`config.mk`:
```
export PLATFORM = sky130hd
export DESIGN_NAME = sphv_front
export DESIGN_NICKNAME = d
export VERILOG_FILES = /design/src/rtl/sphv_front.sv
export SDC_FILE = /design/constraint.sdc
export NUM_CORES = 1
export LEC_CHECK = 0
export BUFFER_PORTS_ARGS = -buffer_cell sky130_fd_sc_hd__clkbuf_2
export CAP_MARGIN = 20
export CORE_MARGIN = 8
export CORE_UTILIZATION = 50
export DETAILED_ROUTE_END_ITERATION = 7
export GPL_TIMING_DRIVEN = 0
export PLACE_DENSITY = 0.84
export SLEW_MARGIN = 20
export SYNTH_ARGS = -nofsm -noshare
export SYNTH_HDL_FRONTEND = slang
export SYNTH_SLANG_ARGS = --single-unit
```
`constraint.sdc`:
```
create_clock -name clk -period 3 [get_ports clk]
set_input_delay 0.6 -clock clk [delete_from_list [all_inputs] [get_ports clk]]
set_output_delay 0.6 -clock clk [all_outputs]
set_load 0.02 [all_outputs]
```
`src/rtl/sphv_front.sv`:
```
// sphv_front: accepts request beats, applies restart and steps the stack and
// slice counters in row-major order. Pushes vertex indexes to the queue.
module sphv_front #(
  parameter int COUNT_BITS = 10
) (
  input  logic                  clk,
  input  logic                  rst,
  input  logic                  in_valid,
  output logic                  in_ready,
  input  logic                  restart,
  input  logic [COUNT_BITS-1:0] ns,
  input  logic [COUNT_BITS-1:0] nl,
  input  logic                  q_can_push,
  output logic                  q_push,
  output logic [COUNT_BITS-1:0] q_i,
  output logic [COUNT_BITS-1:0] q_j,
  output logic                  q_last
);

  logic [COUNT_BITS-1:0] stack_index;
  logic [COUNT_BITS-1:0] slice_index;
  logic [COUNT_BITS-1:0] stack_index_next;
  logic [COUNT_BITS-1:0] slice_index_next;

  assign in_ready = q_can_push;
  assign q_push   = in_valid && q_can_push;
  assign q_i      = restart ? '0 : stack_index;
  assign q_j      = restart ? '0 : slice_index;
  assign q_last   = (q_i == ns) && (q_j == nl);

  always_comb begin
    if (q_j >= nl) begin
      slice_index_next = '0;
      stack_index_next = (q_i >= ns) ? '0 : q_i + COUNT_BITS'(1);
    end else begin
      slice_index_next = q_j + COUNT_BITS'(1);
      stack_index_next = q_i;
    end
  end

  always_ff @(posedge clk) begin
    if (rst) begin
      stack_index <= '0;
      slice_index <= '0;
    end else if (q_push) begin
      stack_index <= stack_index_next;
      slice_index <= slice_index_next;
    end
  end

endmodule

```
# Yosys cells after proc, flatten, opt, wreduce, memory -nomap -nowiden
# Cells that the tools add are included.
[totals] ff_bits=20 inputBits=25 elab_cells=15
[classes] add_sub_neg=2 n_lt_le_gt_ge=2 n_eq_ne=2 n_mux=5 reduce_logical=2
[ops] operator="two-way mux 10 bit" count=5
[ops] operator="adder 10 x 1 -> 10 bit (second input constant)" count=2
[ops] operator="equality test 10 bit" count=2
[ops] operator=">= comparator 10 bit" count=2
[ops] operator="logical AND 1 bit" count=2

# Depth between registers and ports, before layout
[depth] depth_word=4 mapped_depth=11 mapped_depth_nobuf=10

# Worst setup path after synthesis
# No wires, ideal clock.
[synth_path] path_kind="input-to-output" from="in restart" to="out q_last" arrival_time_ns=2.694 t_required_ns=2.400 slack_ns=-0.294 path_stages=7 path_buffers=2 cell_sequence="clkbuf_1 -> clkbuf_1 -> nor2b_1 -> ha_1 -> and4_1 -> nand3_1 -> nor4_1"
[synth_between] elab_chain_cells=3 word_cells_on_any_way=5
[synth_rtl] element="start, declared" line_no="10" rtl="input logic restart,"
[synth_rtl] element="two-way mux 10 bit" line_no="27" rtl="assign q_i = restart ? '0 : stack_index;"
[synth_rtl] element="named net q_i[9]" line_no="15" rtl="output logic [COUNT_BITS-1:0] q_i,"
[synth_rtl] element="equality test 10 bit" line_no="29" rtl="assign q_last = (q_i == ns) && (q_j == nl);"
[synth_rtl] element="logical AND 1 bit" line_no="29"
[synth_rtl] element="end, declared" line_no="17" rtl="output logic q_last"
# The timed path passes the listed nets, and every way through them passes these cells.

# Worst setup path in the final report
[layout_path] from="in restart" to="out q_last"
[layout_between] elab_chain_cells=3 word_cells_on_any_way=5
[layout_rtl] element="two-way mux 10 bit, on equally long branches" line_no="27, 28"
[layout_rtl] element="equality test 10 bit" line_no="29"
[layout_rtl] element="logical AND 1 bit *" line_no="29"
# Mark *: on every way between the ends. The rest lies on a longest branch, timed or not.

==> flow_summary_export.csv <==
group,metric,value,unit
status,status,"finished, final reports clean",
finish,final_layout_size_suffix_gt1_frac,0.243,
worst_setup_path,path_max_fanout,10,
clock_network,cts_sinks,20,
routing,vias,1871,
min_path,whs_path_depth,2,
floorplan,die_y,74.6,µm
clock_network,cts_root_buffer,"clkbuf_4",
finish,multi_input_area,1220,µm²
synthesis,synth_most_common_cell,"inv_1",
routing,finalWirelength,4.86,mm
synthesis,ys_ff_latch,20,
floorplan,io_pins,48,
power,leakage,1.02,nW
run,cap_violations,0,
routing,detail-route-antenna-nets,0,
synthesis,synthTopCellsByCount,"inv_1 (24), ha_1 (21), nor2_1 (21)",
clock_network,cts_tree,"yes",
synthesis,synth_edf_count,0,
clock_network,cts_hold_buffers,0,
sta,max_freq,345,MHz
synthesis,synth_top_area_cell,"dfxtp_1",
finish,synthToLayoutAreaGrowth,23.7,%
routing,via_per_inst,5.67,
synthesis,yosys.area.top_type_share,0.234,
finish,area.sequential,400,µm²
worst_setup_path,cp.arrival,2.30,ns
worst_setup_path,reg2reg_depth,9,
routing,route.detailed.wl_per_inst,14.7,µm
sta,setup_viol_count_final,0,
worst_setup_path,required,2.40,ns
global_routing,grt_use_total,0.176,
global_routing,antenna_found_initial,0,
global_routing,grt_first_pass_wirelength,7.85,mm
clock_network,cts_buffers,3,
routing,drtIter0Drc,264,
clock_network,clock_path_buffers,2,
power,ir_drop,0.000149,V
sta,slew_headroom,0.647,
sta,period_minus_slack,2.90,ns
sta,finClkSkew,0.00850,ns
synthesis,synth_nets,279,
placement,post-dp-hpwl,3.75,mm
finish,stdcell_count,330,
worst_setup_path,path_class,"in -> out",
placement,gp_congestion,0.893,
floorplan,start_util,0.518,
global_routing,grt.overflow.total,0,
power,power_density,275,nW/µm²
placement,place_inst,326,
sta,drv_slew,0,
floorplan,core-area,3310,µm²
global_routing,grt_pass1_vias,1718,
clock_network,path_clk_slew,0.13,ns
sta,tightest_slew,0.527,ns
routing,drc_errors,0,
synthesis,synthCells,233,
floorplan,num_rows,21,
sta,rsz0062_at_grt,"false",
finish,utilization,0.641,
synthesis,synth.cell_area,1710,µm²
synthesis,yosysSeqAreaShare,0.234,
clock_network,htree_num_levels,1,
synthesis,synth_area_leaders,"dfxtp_1 (23%), ha_1 (15%), inv_1 (5.3%)",
routing,drtPass1Iterations,6,
finish,final_nets,331,
sta,fin_crit_sh,0.966,
synthesis,synth.distinct_cells,46,
finish,fill_cells,295,
synthesis,avgSynthCellArea,7.36,µm²
worst_setup_path,end_kind,"primary output",
finish,n_antenna_cell,0,
synthesis,synth_warnings,0,
sta,whs,0.486,ns
sta,finalHoldViolations,0,
min_path,hold_path.class,"reg -> reg",
clock_network,clk-insertion-delay-late,0.31,ns
synthesis,dominantRegCellSynth,"dfxtp_1",
worst_setup_path,start_kind,"primary input",
floorplan,dieWidth,74.6,µm
placement,port-buffer-count,47,
synthesis,async_reset_ff_frac,0,
floorplan,dieArea,5560,µm²
global_routing,grt_max_degree,13,
==> worst max-delay path: stages <==
cell and delay, ns:
clkbuf_4 0.17, buf_8 0.16, clkbuf_8 0.18, nor2b_2 0.06, ha_1 0.29, and4_4 0.24, nand3_2 0.13, nor4_4 0.28
buf_4 0.18
==> cells in the final DEF, fill, tap and decap left out, drive strengths merged, types with 2 or more instances in the layout <==
master and n:
a31oi 3, nand2 20, a32oi 2, dfxtp 20
nand3 17, a31o 2, o32ai 2, nor4 3
nor2 21, nand2b 4, buf 4, and4 2
ha 21, o21ai 10, clkbuf 55, inv 24
nand4 5, a21o 3, nor3 8, xnor2 5
a211oi 3, nor2b 15, a21oi 16, mux2i 3
==> layout make-up <==
class                   instances  area share
plain buffers                   9      0.0283
flip-flops and latches         20       0.189
clock buffers                   3      0.0106
clock inverters                 1      0.0142
inverters                      25      0.0442
multi-input cells             179       0.573
repair buffers                 47       0.113
well taps                      46      0.0271
==> repair_timing <==
item,in CTS,in global routing
setup buffers,0,0
hold endpoints to repair,0,0
gates resized for setup,9,7
endpoints found under the setup margin,17,9
cloned,0,0
==> state kept, by name, indices dropped and copies added (netlist names) <==
name and count:
slice_index 10, stack_index 10
==> per-layer routing <==
| layer | vias to the layer above | track usage | wire length, µm |
|---|---|---|---|
| met2 | 87 | 0.296 | 2400 |
| met1 | 852 | 0.226 | 1990 |
| li1 | 924 | - | - |
| met4 | 0 | 0.0478 | 41 |
| met3 | 8 | 0.0229 | 426 |
| met5 | - | 0 | 0 |
==> worst paths after layout <==
check	from	endpoint	slack, ns
setup reg to reg	slice_index[6]	stack_index[5]	0.38
setup / recovery	restart	q_last	0.10
hold reg to reg	slice_index[8]	slice_index[8]	0.49
hold / removal	slice_index[8]	slice_index[8]	0.49
==> power by group <==
group	internal, W	leakage, nW	total (W)	switching (W)
sequential	0.000267	0.161	0.000268	0.00000121
clock	0.000135	0.0279	0.000231	0.0000962
combinational	0.0000340	0.829	0.0000843	0.0000503
total	0.000436	1.02	0.000583	0.000148
==> logic make-up after synthesis <==
logic type / Yosys count / synth area share
XOR/XNOR: 6 / 0.0307
multiplexers: 3 / 0.0175
AND/OR/NAND/NOR: 100 / 0.298
flip-flops: 20 / 0.234
AO/OA/AOI/OAI: 49 / 0.190
adder cells (fa/ha/maj): 21 / 0.153
buffers and inverters: 34 / 0.0774
==> through the flow <==
step           instance area, µm²  setup slack (ns)  setup TNS [ns]  total power, W
6_report                     2120             0.102               0        0.000584
5_1_grt                      2120            0.0116               0        0.000602
4_1_cts                      2110            0.0172               0        0.000581
3_5_place_dp                 2030            -0.524           -8.58        0.000352
3_3_place_gp                 2030            -0.520           -8.37        0.000349
2_1_floorplan                1730        -0.0000466      -0.0000608        0.000319
(Power assumes the default switching activity.)
