## src/rtl/sphv_queue.sv

```systemverilog
// sphv_queue: two-entry queue between the vertex front end and the back end.
// Generic payload width; no package dependencies.
module sphv_queue #(
  parameter int W = 21
) (
  input  logic         clk,
  input  logic         rst,
  input  logic         push,
  input  logic [W-1:0] din,
  output logic         can_push,
  input  logic         pop,
  output logic [W-1:0] dout,
  output logic         not_empty
);

  logic [W-1:0] mem [2];
  logic         wr_ptr;
  logic         rd_ptr;
  logic [1:0]   count;

  assign can_push  = (count != 2'd2);
  assign not_empty = (count != 2'd0);
  assign dout      = mem[rd_ptr];

  always_ff @(posedge clk) begin
    if (rst) begin
      wr_ptr <= 1'b0;
      rd_ptr <= 1'b0;
      count  <= 2'd0;
    end else begin
      if (push) begin
        wr_ptr <= ~wr_ptr;
      end
      if (pop) begin
        rd_ptr <= ~rd_ptr;
      end
      if (push && !pop) begin
        count <= count + 2'd1;
      end else if (pop && !push) begin
        count <= count - 2'd1;
      end
    end
  end

  always_ff @(posedge clk) begin
    if (push) begin
      mem[wr_ptr] <= din;
    end
  end

endmodule

```

## config.mk

```make
export PLATFORM = sky130hd
export DESIGN_NAME = sphv_queue
export DESIGN_NICKNAME = d
export VERILOG_FILES = /design/src/rtl/sphv_queue.sv
export SDC_FILE = /design/constraint.sdc
export NUM_CORES = 1
export LEC_CHECK = 0
export BUFFER_PORTS_ARGS = -buffer_cell sky130_fd_sc_hd__buf_2
export CELL_PAD_IN_SITES_DETAIL_PLACEMENT = 1
export CELL_PAD_IN_SITES_GLOBAL_PLACEMENT = 1
export CORE_ASPECT_RATIO = 2
export CORE_MARGIN = 3
export CORE_UTILIZATION = 42
export DETAILED_ROUTE_END_ITERATION = 8
export PLACE_DENSITY = 0.86
export SYNTH_ARGS = -nofsm -noshare
export SYNTH_HDL_FRONTEND = slang
export SYNTH_SLANG_ARGS = --single-unit
```

## constraint.sdc

```tcl
create_clock -name clk -period 2.1 [get_ports clk]
set_clock_uncertainty 0.15 [all_clocks]
set_input_delay 0.315 -clock clk [delete_from_list [all_inputs] [get_ports clk]]
set_output_delay 0.315 -clock clk [all_outputs]
set_load 0.01 [all_outputs]
```

* After elaboration in Yosys (flattened, before gate mapping)
Memory sizes are Yosys's and may differ from the RTL's. A register that Yosys moved wholly into a read port is not among the register bits. Cells that the tools add are included.
Cells by class: $add $sub $neg 2, equality and inequality tests 1, mux-type cells 6, bitwise operators 2, reduce and logical (&&, ||, !) cells 6
Operators by type and width (number):
- $mux 1 | 4
- $mux 2 | 2
- $reduce_bool 2->1 | 2
- $add 2x1->2 const B | 1
- $logic_and 1x1->1 | 2
- $logic_not 1->1 | 2
- $ne 2x2->1 const B | 1
- $not 1->1 | 2
- $sub 2x1->2 const B | 1
Word-level totals: register bits after elaboration 4, memory bits (writable) 42, word-level logic and storage cells 21, memories kept 1
Memories:
- mem | depth 2, width 21, read ports 1, clocked after memory_dff 1, wr ports 1, RTL line 16 | logic [W-1:0] mem [2];

* Depth between registers and ports, before layout
Gate-level depths: netlist of the first run.
depth after elaboration 4, depth in mapped cells 5

* Worst setup path after synthesis of the first run
OpenSTA, ideal clock, no wires.
kind input -> register, start input port push, end memory mem[0][0] (enable), library setup time 0.401 ns, arrival 1.293 ns, required time 1.549 ns, setup slack 0.256 ns, cell stages on the path 1, buffers on the path 0, cell sequence nor2b_1
On the way: word-level cells in the longest chain between the ends 2
Ends and longest elaborated chain:
- start, declared | RTL line 8 | input logic push,
- $mux 1 | RTL line 46 | if (push) begin
- $mux 1 (implied by the code) | RTL line 47 | mem[wr_ptr] <= din;
- end, declared | RTL line 16
No other way between the ends.

==> impl_metrics.tcl, run 1 <==
set metrics [dict create \
    cellPowerDensity_nw_per_um2 877 \
    ys_ff_latch 47 \
    peakVddDrop_uv 598 \
    crit_required_ns 1.63 \
    fin_nets 171 \
    register_area_um2 1360 \
    clock_latency_ns 0.29 \
    worst-path-max-fanout 11 \
    grt_antenna_before_repair 0 \
    hold_end "mem[1][2]" \
    final_core_util_pct 55.2 \
    die_h_um 96.4 \
    post-place-ws_ns 0.509 \
    hp-start "din[2]" \
    start_util_pct 44.2 \
    setup_ws_ns 0.305 \
    tns_ns 0 \
    wl_per_cell_um 16.6 \
    period_needed_ns 1.79 \
    clockRootBuffer "clkbuf_8" \
    io_pins 48 \
    synthesis.nets 113 \
    placed_area_um2 2050 \
    synthesis.area_um2 1720 \
    synth_compound_area_share_pct 0.584 \
    gp_congestion 0.639 \
    period_share_pct 85.5 \
    multi_input_area_um2 343 \
    synth_top_area_cell "edfxtp_1" \
    synthCells 87 \
    cts_buffer_depth 2 \
    hold_depth 1 \
    final-setup-viol-count 0 \
    power.total_mw 1.88 \
    synth_adder_area_share_pct 0.729 \
    grt_pass1_vias 1053 \
    grt_use_total_pct 14.5 \
    cts_tree "built" \
    relSlewSlack_pct 84.9 \
    hold_viol_final 0 \
    vias 940 \
    worst_pin_slew_ns 0.224 \
    syn2layout_area_growth_pct 24.9 \
    fin_cells 197 \
    slew_violations 0 \
    stdcell_area_um2 2140 \
    gr-total-overflow 0 \
    syn_avg_cell_area_um2 19.7 \
    endpoint_kind "primary output" \
    cts.htree.levels 2 \
    cp.arrival_ns 1.33 \
    cts_hold_buf 0 \
    die_w_um 51.2 \
    clock-sinks 47 \
    rows 32 \
    synth_top_area_share_pct 73.5 \
    dp.cells 189 \
    grt_max_degree 15 \
    reg2reg_to "count[1]" \
    synth_cell_types 17 \
    coreArea_um2 3880 \
    start_kind "register" \
    viasPerCell 4.77 \
    leakagePower_nw 0.834 \
    drt_wl_total_mm 3.27 \
    drv_cap 0 \
    status "completed" \
    ctsResizeCount 0 \
    synthSimpleGateAreaFrac_pct 2.70 \
    synth_area_leaders "edfxtp_1, mux2_1, dfxtp_1" \
    synthMuxAreaShare_pct 13.8 \
    synth_top_family_by_area "multiplexers" \
    drt_iter0_markers 5 \
    rsz0062_at_grt "no" \
    ys_warn_count 0 \
    n_fill_cell 386 \
    r2r_cells 3 \
    drc_errors 0 \
    path_clk_slew_ns 0.08 \
    r2r-start "count[0]" \
    synth-xor-area-share_pct 2.04 \
    fmax_mhz 557 \
    holdWs_ns 0.0597 \
    mostFrequentLayoutCells "buf_2, edfxtp_1, mux2_1" \
    post_cts_buffers 0 \
    n_antenna_cell 0 \
    rrSetupSlack_ns 0.82 \
    ys_seq_area_share_pct 79.4 \
    crit_type "register to primary output" \
    worstHoldPathType "input pin to register" \
    grt_pass1_wl_mm 5.00 \
    dr.pass1.iters 3 \
    drive_above_1_share_pct 42.5 \
    numCtsBuffers 5 \
    ant_nets 0 \
    hpwl_mm 2.53 \
    portBuffers 47 \
    final_common_cell "buf_2" \
    die_area_um2 4930 \
]
## worst max path at each step
stage,end,startpoint,cells past startpoint,slack [ns]
2_1_floorplan,mem[0][0],push,1,0.26
5_1_grt,dout[9],register,3,0.24
6_report,dout[7],register,3,0.31
3_3_place_gp,dout[9],register,3,0.64
4_1_cts,dout[11],register,3,0.29
3_5_place_dp,count[1],push,4,0.51
## sequential cells by signal, indices dropped and copies added, names as in the netlist, named ones only
| signal | count |
|---|---|
| count | 2 |
| mem | 42 |
| rd_ptr | 1 |
| wr_ptr | 1 |
## report_power, final
part | leakage (nW) | total (mW) | switching [mW] | internal, mW
clock network | 0.0482 | 0.533 | 0.268 | 0.265
registers | 0.436 | 1.11 | 0.0215 | 1.08
logic | 0.349 | 0.240 | 0.129 | 0.111
## per-layer routing
layer  track usage, %  up-vias  share of wire, %
li1                 -      443                 -
met4             8.09        0               2.2
met2             27.5       28                59
met5                0        -                 0
met3             2.76        6               4.2
met1             14.2      463                34
## synth_stat cells, drive strengths merged
cell type / n
nand2b: 1
xor2: 2
dfxtp: 5
buf: 2
edfxtp: 42
or3: 1
nor2: 4
ha: 1
a21oi: 1
or2: 1
nor2b: 1
and2: 1
xnor2: 2
mux2: 21
inv: 1
o21ai: 1
## critical path, stage by stage (launching register included)
cell,delay (ns)
dfxtp_1,0.34
buf_4,0.20
mux2_1,0.35
buf_2,0.15
## area by class of cell
type                    instances  share of cell area, %
flip-flops and latches         47                   63.5
multi-input cells              37                   16.0
repair buffers                 53                   13.1
clock buffers                   7                   4.03
well taps                      51                   2.98
clock inverters                 1                  0.234
inverters                       1                  0.175
## kinds of logic (layout without fill, tap and decap cells)
logic type,Yosys count,after routing
fa+ha+maj,1,1
buf+inv,3,62
xor+xnor,4,4
simple gates,9,9
compound gates,2,2
mux,21,21
flops,47,47
Power figures use the tool's default switching activity.
==> inputs of run 2 (changes only) <==
Settings changed: CORE_ASPECT_RATIO 2 to 1.25, MAX_ROUTING_LAYER from default to met4, REMOVE_ABC_BUFFERS from default to 1.
==> run 2 against run 1 <==
Effect of this change:
- cell count did not move
- register-to-register slack worse by 0.15 ns
- setup slack worse by 0.13 ns
- sequential share of layout area fell by 0.11 points
- fmax decreased by 6.5%
- via count is 1.8% lower
- first-iteration DRC count increased to 3.4 times the previous value
- critical path type unchanged
- largest power group unchanged
- highest routed layer unchanged
==> impl_metrics.tcl, run 2 (synthesis gave the netlist of run 1 again) <==
set metrics [dict create \
    io_pins 48 \
    peakVddDrop_uv 438 \
    worst_pin_slew_ns 0.274 \
    dr.pass1.iters 2 \
    n_fill_cell 369 \
    stdcell_area_um2 2150 \
    cp_slowest_cell "dfxtp_1" \
    clock_latency_ns 0.28 \
    cellPowerDensity_nw_per_um2 893 \
    fmax_mhz 521 \
    p_int_mw 1.50 \
    holdWs_ns 0.0589 \
    gp_congestion 0.686 \
    hpwl_mm 2.33 \
    grt_antenna_before_repair 0 \
    clock-sinks 47 \
    start_util_pct 44.6 \
    critPathMaxStageDelay_ns 0.48 \
    numCtsBuffers 5 \
    period_needed_ns 1.92 \
    n_antenna_cell 0 \
    drive_above_1_share_pct 40.6 \
    period_share_pct 91.4 \
    die_h_um 77.5 \
    placed_area_um2 2050 \
    cts_hold_buf 0 \
    viasPerCell 4.69 \
    cts_tree "built" \
    vias 923 \
    grt_max_degree 18 \
    cts_buffer_depth 2 \
    cp.arrival_ns 1.45 \
    tns_ns 0 \
    top_regs "mem: 42 flops, count: 2 flops" \
    drc_errors 0 \
    seqPwrFrac_pct 57.8 \
    path_buf_inv 2 \
    gr-total-overflow 0 \
    path_cells "buf_12 > mux2_1 > buf_2" \
    post_cts_buffers 0 \
    die_w_um 63.2 \
    pwr-share-comb_pct 12.2 \
    crit_family "flip-flops" \
    portBuffers 47 \
    start_kind "register" \
    grt_use_total_pct 14.5 \
    leakagePower_nw 0.824 \
    p_clk_share_pct 30.0 \
    power.switching_uw 414 \
    crit_type "register to primary output" \
    wl_per_cell_um 15.9 \
    ctsResizeCount 0 \
    endpoint_kind "primary output" \
    regMostFlops "mem" \
    crit_required_ns 1.63 \
    p_sw_share_pct 21.6 \
    drt_iter0_markers 17 \
    worst-path-max-fanout 17 \
    largest_reg_flops 42 \
    drv_cap 0 \
    path_clk_slew_ns 0.08 \
    rows 25 \
    worstHoldPathType "input pin to register" \
    relSlewSlack_pct 81.7 \
    final_common_cell "buf_2" \
    grt_pass1_wl_mm 5.15 \
    slew_violations 0 \
    drt_wl_total_mm 3.13 \
    mostFrequentLayoutCells "buf_2, edfxtp_1, mux2_1" \
    status "completed" \
    final-setup-viol-count 0 \
    fin_nets 168 \
    die_area_um2 4890 \
    grt_pass1_vias 1073 \
    clockRootBuffer "clkbuf_8" \
    rsz0062_at_grt "no" \
    coreArea_um2 3850 \
    syn2layout_area_growth_pct 25.2 \
    hold_viol_final 0 \
    ant_nets 0 \
    cts.htree.levels 2 \
]
[run 2: power by group through the flow]
stage	Clock (mW)	Combinational, mW	Sequential (mW)
2_1_floorplan	0	0.115	1.13
3_3_place_gp	0	0.226	1.12
3_5_place_dp	0	0.237	1.13
4_1_cts	0.601	0.239	1.11
5_1_grt	0.639	0.257	1.12
6_report	0.575	0.233	1.11
[run 2: path summary, 6_finish.rpt]
check,startpoint,end,slack (ns),depth (start not counted)
hold reg to reg,count[1],count[1],0.37,2
setup reg to reg,wr_ptr,mem[1][3],0.67,2
setup / recovery,register,dout[18],0.18,3
hold / removal,din[6],mem[1][6],0.06,1
[run 2: cell type report]
class	instances	area, um2	share of cell area, %
clock buffers	8	101	4.72
inverters	1	3.75	0.175
multi-input cells	37	343	16.0
flip-flops and latches	47	1360	63.4
well taps	54	67.6	3.15
repair buffers	50	270	12.6
[run 2: metal layers]
metal,vias to the layer above,GRT usage [%],routed length [um]
met3,2,3.91,176
li1,437,-,-
met2,27,26.6,1770
met5,-,-,0
met1,457,14.1,1170
met4,0,5.96,15
[run 2: through the flow]
step	util [%]	std cells	worst slack (ns)	power, mW
after CTS	55.8	197	0.154	1.95
after global routing	55.8	197	0.0785	2.01
after detailed placement	53.2	189	0.479	1.37
final	55.8	197	0.180	1.92
after floorplan	-	85	0.256	1.25
after global placement	53.2	189	0.503	1.35
==> inputs of run 3 (changes only) <==
Settings changed: BUFFER_PORTS_ARGS -buffer_cell sky130_fd_sc_hd__buf_2 to default, CORE_ASPECT_RATIO 1.25 to 0.75, CORE_UTILIZATION 42 to 50, DONT_BUFFER_PORTS from default to 1, HOLD_SLACK_MARGIN from default to 0.03, PLACE_DENSITY 0.86 to 0.85.
==> run 3 against run 2 <==
Effect of this change:
- first-iteration DRC count rose to 3.2 times the previous value
- hold slack better by 0.022 ns
- critical path depth down 1
- global-route usage up 3.9 points
- sequential power about the same
- fmax up 11%
==> impl_metrics.tcl, run 3 (synthesis gave the netlist of run 1 again) <==
set metrics [dict create \
    final_core_util_pct 68.0 \
    endpoint_kind "primary output" \
    start_util_pct 55.2 \
    p_sw_share_pct 22.8 \
    reg2reg_to "count[1]" \
    relSlewSlack_pct 86.4 \
    holdWs_ns 0.0811 \
    worst_pin_slew_ns 0.202 \
    hpwl_mm 1.97 \
    io_pins 48 \
    worst-path-max-fanout 12 \
    crit_family "multiplexers" \
    cp_slowest_cell "mux2_1" \
    critPathMaxStageDelay_ns 0.42 \
    period_share_pct 82.0 \
    final_common_cell "edfxtp_1" \
    portBuffers 0 \
    rsz0062_at_grt "no" \
    ctsResizeCount 0 \
    mostFrequentLayoutCells "edfxtp_1, dlygate4sd3_1, mux2_1" \
    grt_pass1_wl_mm 5.24 \
    seqPwrFrac_pct 60.9 \
    clock-sinks 47 \
    fin_nets 147 \
    cts_tree "built" \
    largest_reg_flops 42 \
    path_cells "buf_4 > mux2_1" \
    final-setup-viol-count 0 \
    pwr-share-comb_pct 11.7 \
    p_int_mw 1.40 \
    drv_cap 0 \
    status "completed" \
    cts_hold_buf 23 \
    grt_use_total_pct 18.4 \
    vias 844 \
    coreArea_um2 3110 \
    cellPowerDensity_nw_per_um2 862 \
    hold_viol_final 0 \
    cts.htree.levels 2 \
    ant_nets 0 \
    peakVddDrop_uv 580 \
    regMostFlops "mem" \
    gr-total-overflow 0 \
    grt_antenna_before_repair 0 \
    hp-start "pop" \
    p_clk_share_pct 27.4 \
    dr.pass1.iters 4 \
    drt_wl_total_mm 3.34 \
    rows 17 \
    r2r_cells 3 \
    viasPerCell 5.28 \
    post_cts_buffers 0 \
    path_clk_slew_ns 0.08 \
    cts_buffer_depth 2 \
    grt_max_degree 14 \
    syn2layout_area_growth_pct 23.0 \
    die_w_um 73.6 \
    period_needed_ns 1.72 \
    die_area_um2 4180 \
    cp.arrival_ns 1.26 \
    crit_required_ns 1.63 \
    power.switching_uw 415 \
    numCtsBuffers 5 \
    top_regs "mem: 42 flops, count: 2 flops" \
    rrSetupSlack_ns 0.78 \
    leakagePower_nw 0.738 \
    worstHoldPathType "input pin to register" \
    hold_depth 2 \
    drive_above_1_share_pct 10.7 \
    r2r-start "count[0]" \
    tns_ns 0 \
    slew_violations 0 \
    n_fill_cell 253 \
    fmax_mhz 580 \
    drt_iter0_markers 55 \
    start_kind "register" \
    die_h_um 56.7 \
    clockRootBuffer "clkbuf_8" \
    clock_latency_ns 0.28 \
    drc_errors 0 \
    gp_congestion 0.704 \
    path_buf_inv 1 \
    wl_per_cell_um 20.9 \
    n_antenna_cell 0 \
    grt_pass1_vias 987 \
    crit_type "register to primary output" \
]
-- run 3: how the worst max path moves through the flow --
stage               startpoint         to  depth (start not counted)
floorplan                 push  mem[0][0]                          1
global placement      register   dout[18]                          2
detailed placement         pop   count[1]                          4
CTS                   register   dout[18]                          2
global route          register   dout[10]                          2
finish                register   dout[18]                          2
-- run 3: power groups by stage --
stage | registers (mW) | clock network [mW] | logic (mW)
2_1_floorplan | 1.13 | 0 | 0.115
3_3_place_gp | 1.12 | 0 | 0.163
3_5_place_dp | 1.13 | 0 | 0.169
4_1_cts | 1.11 | 0.501 | 0.211
5_1_grt | 1.11 | 0.549 | 0.233
6_report | 1.11 | 0.498 | 0.213
-- run 3: per-stage QoR --
step	setup slack, ns	instances	cell area [um2]	power [mW]
2_1_floorplan	0.256	85	1710	1.25
3_3_place_gp	0.723	129	1800	1.28
3_5_place_dp	0.685	129	1800	1.30
4_1_cts	0.366	160	2110	1.82
5_1_grt	0.298	160	2110	1.90
6_report	0.377	160	2110	1.82
-- run 3: layout make-up --
class                           instances  area, um2  area share, %
Sequential cell                        47       1360           64.5
Clock inverter                          2       7.51          0.356
Tap cell                               38       47.5           2.25
Clock buffer                            6       72.6           3.44
Inverter                                1       3.75          0.178
Timing Repair Buffer                   29        275           13.0
Multi-Input combinational cell         37        343           16.2
-- run 3: per-layer routing --
layer	global-route usage [%]	part of all wire, %	vias to the layer above
met5	-	0	-
met4	6.98	1.6	0
met3	7.33	6.8	4
met2	31.4	55	33
met1	18.8	37	413
li1	-	-	394
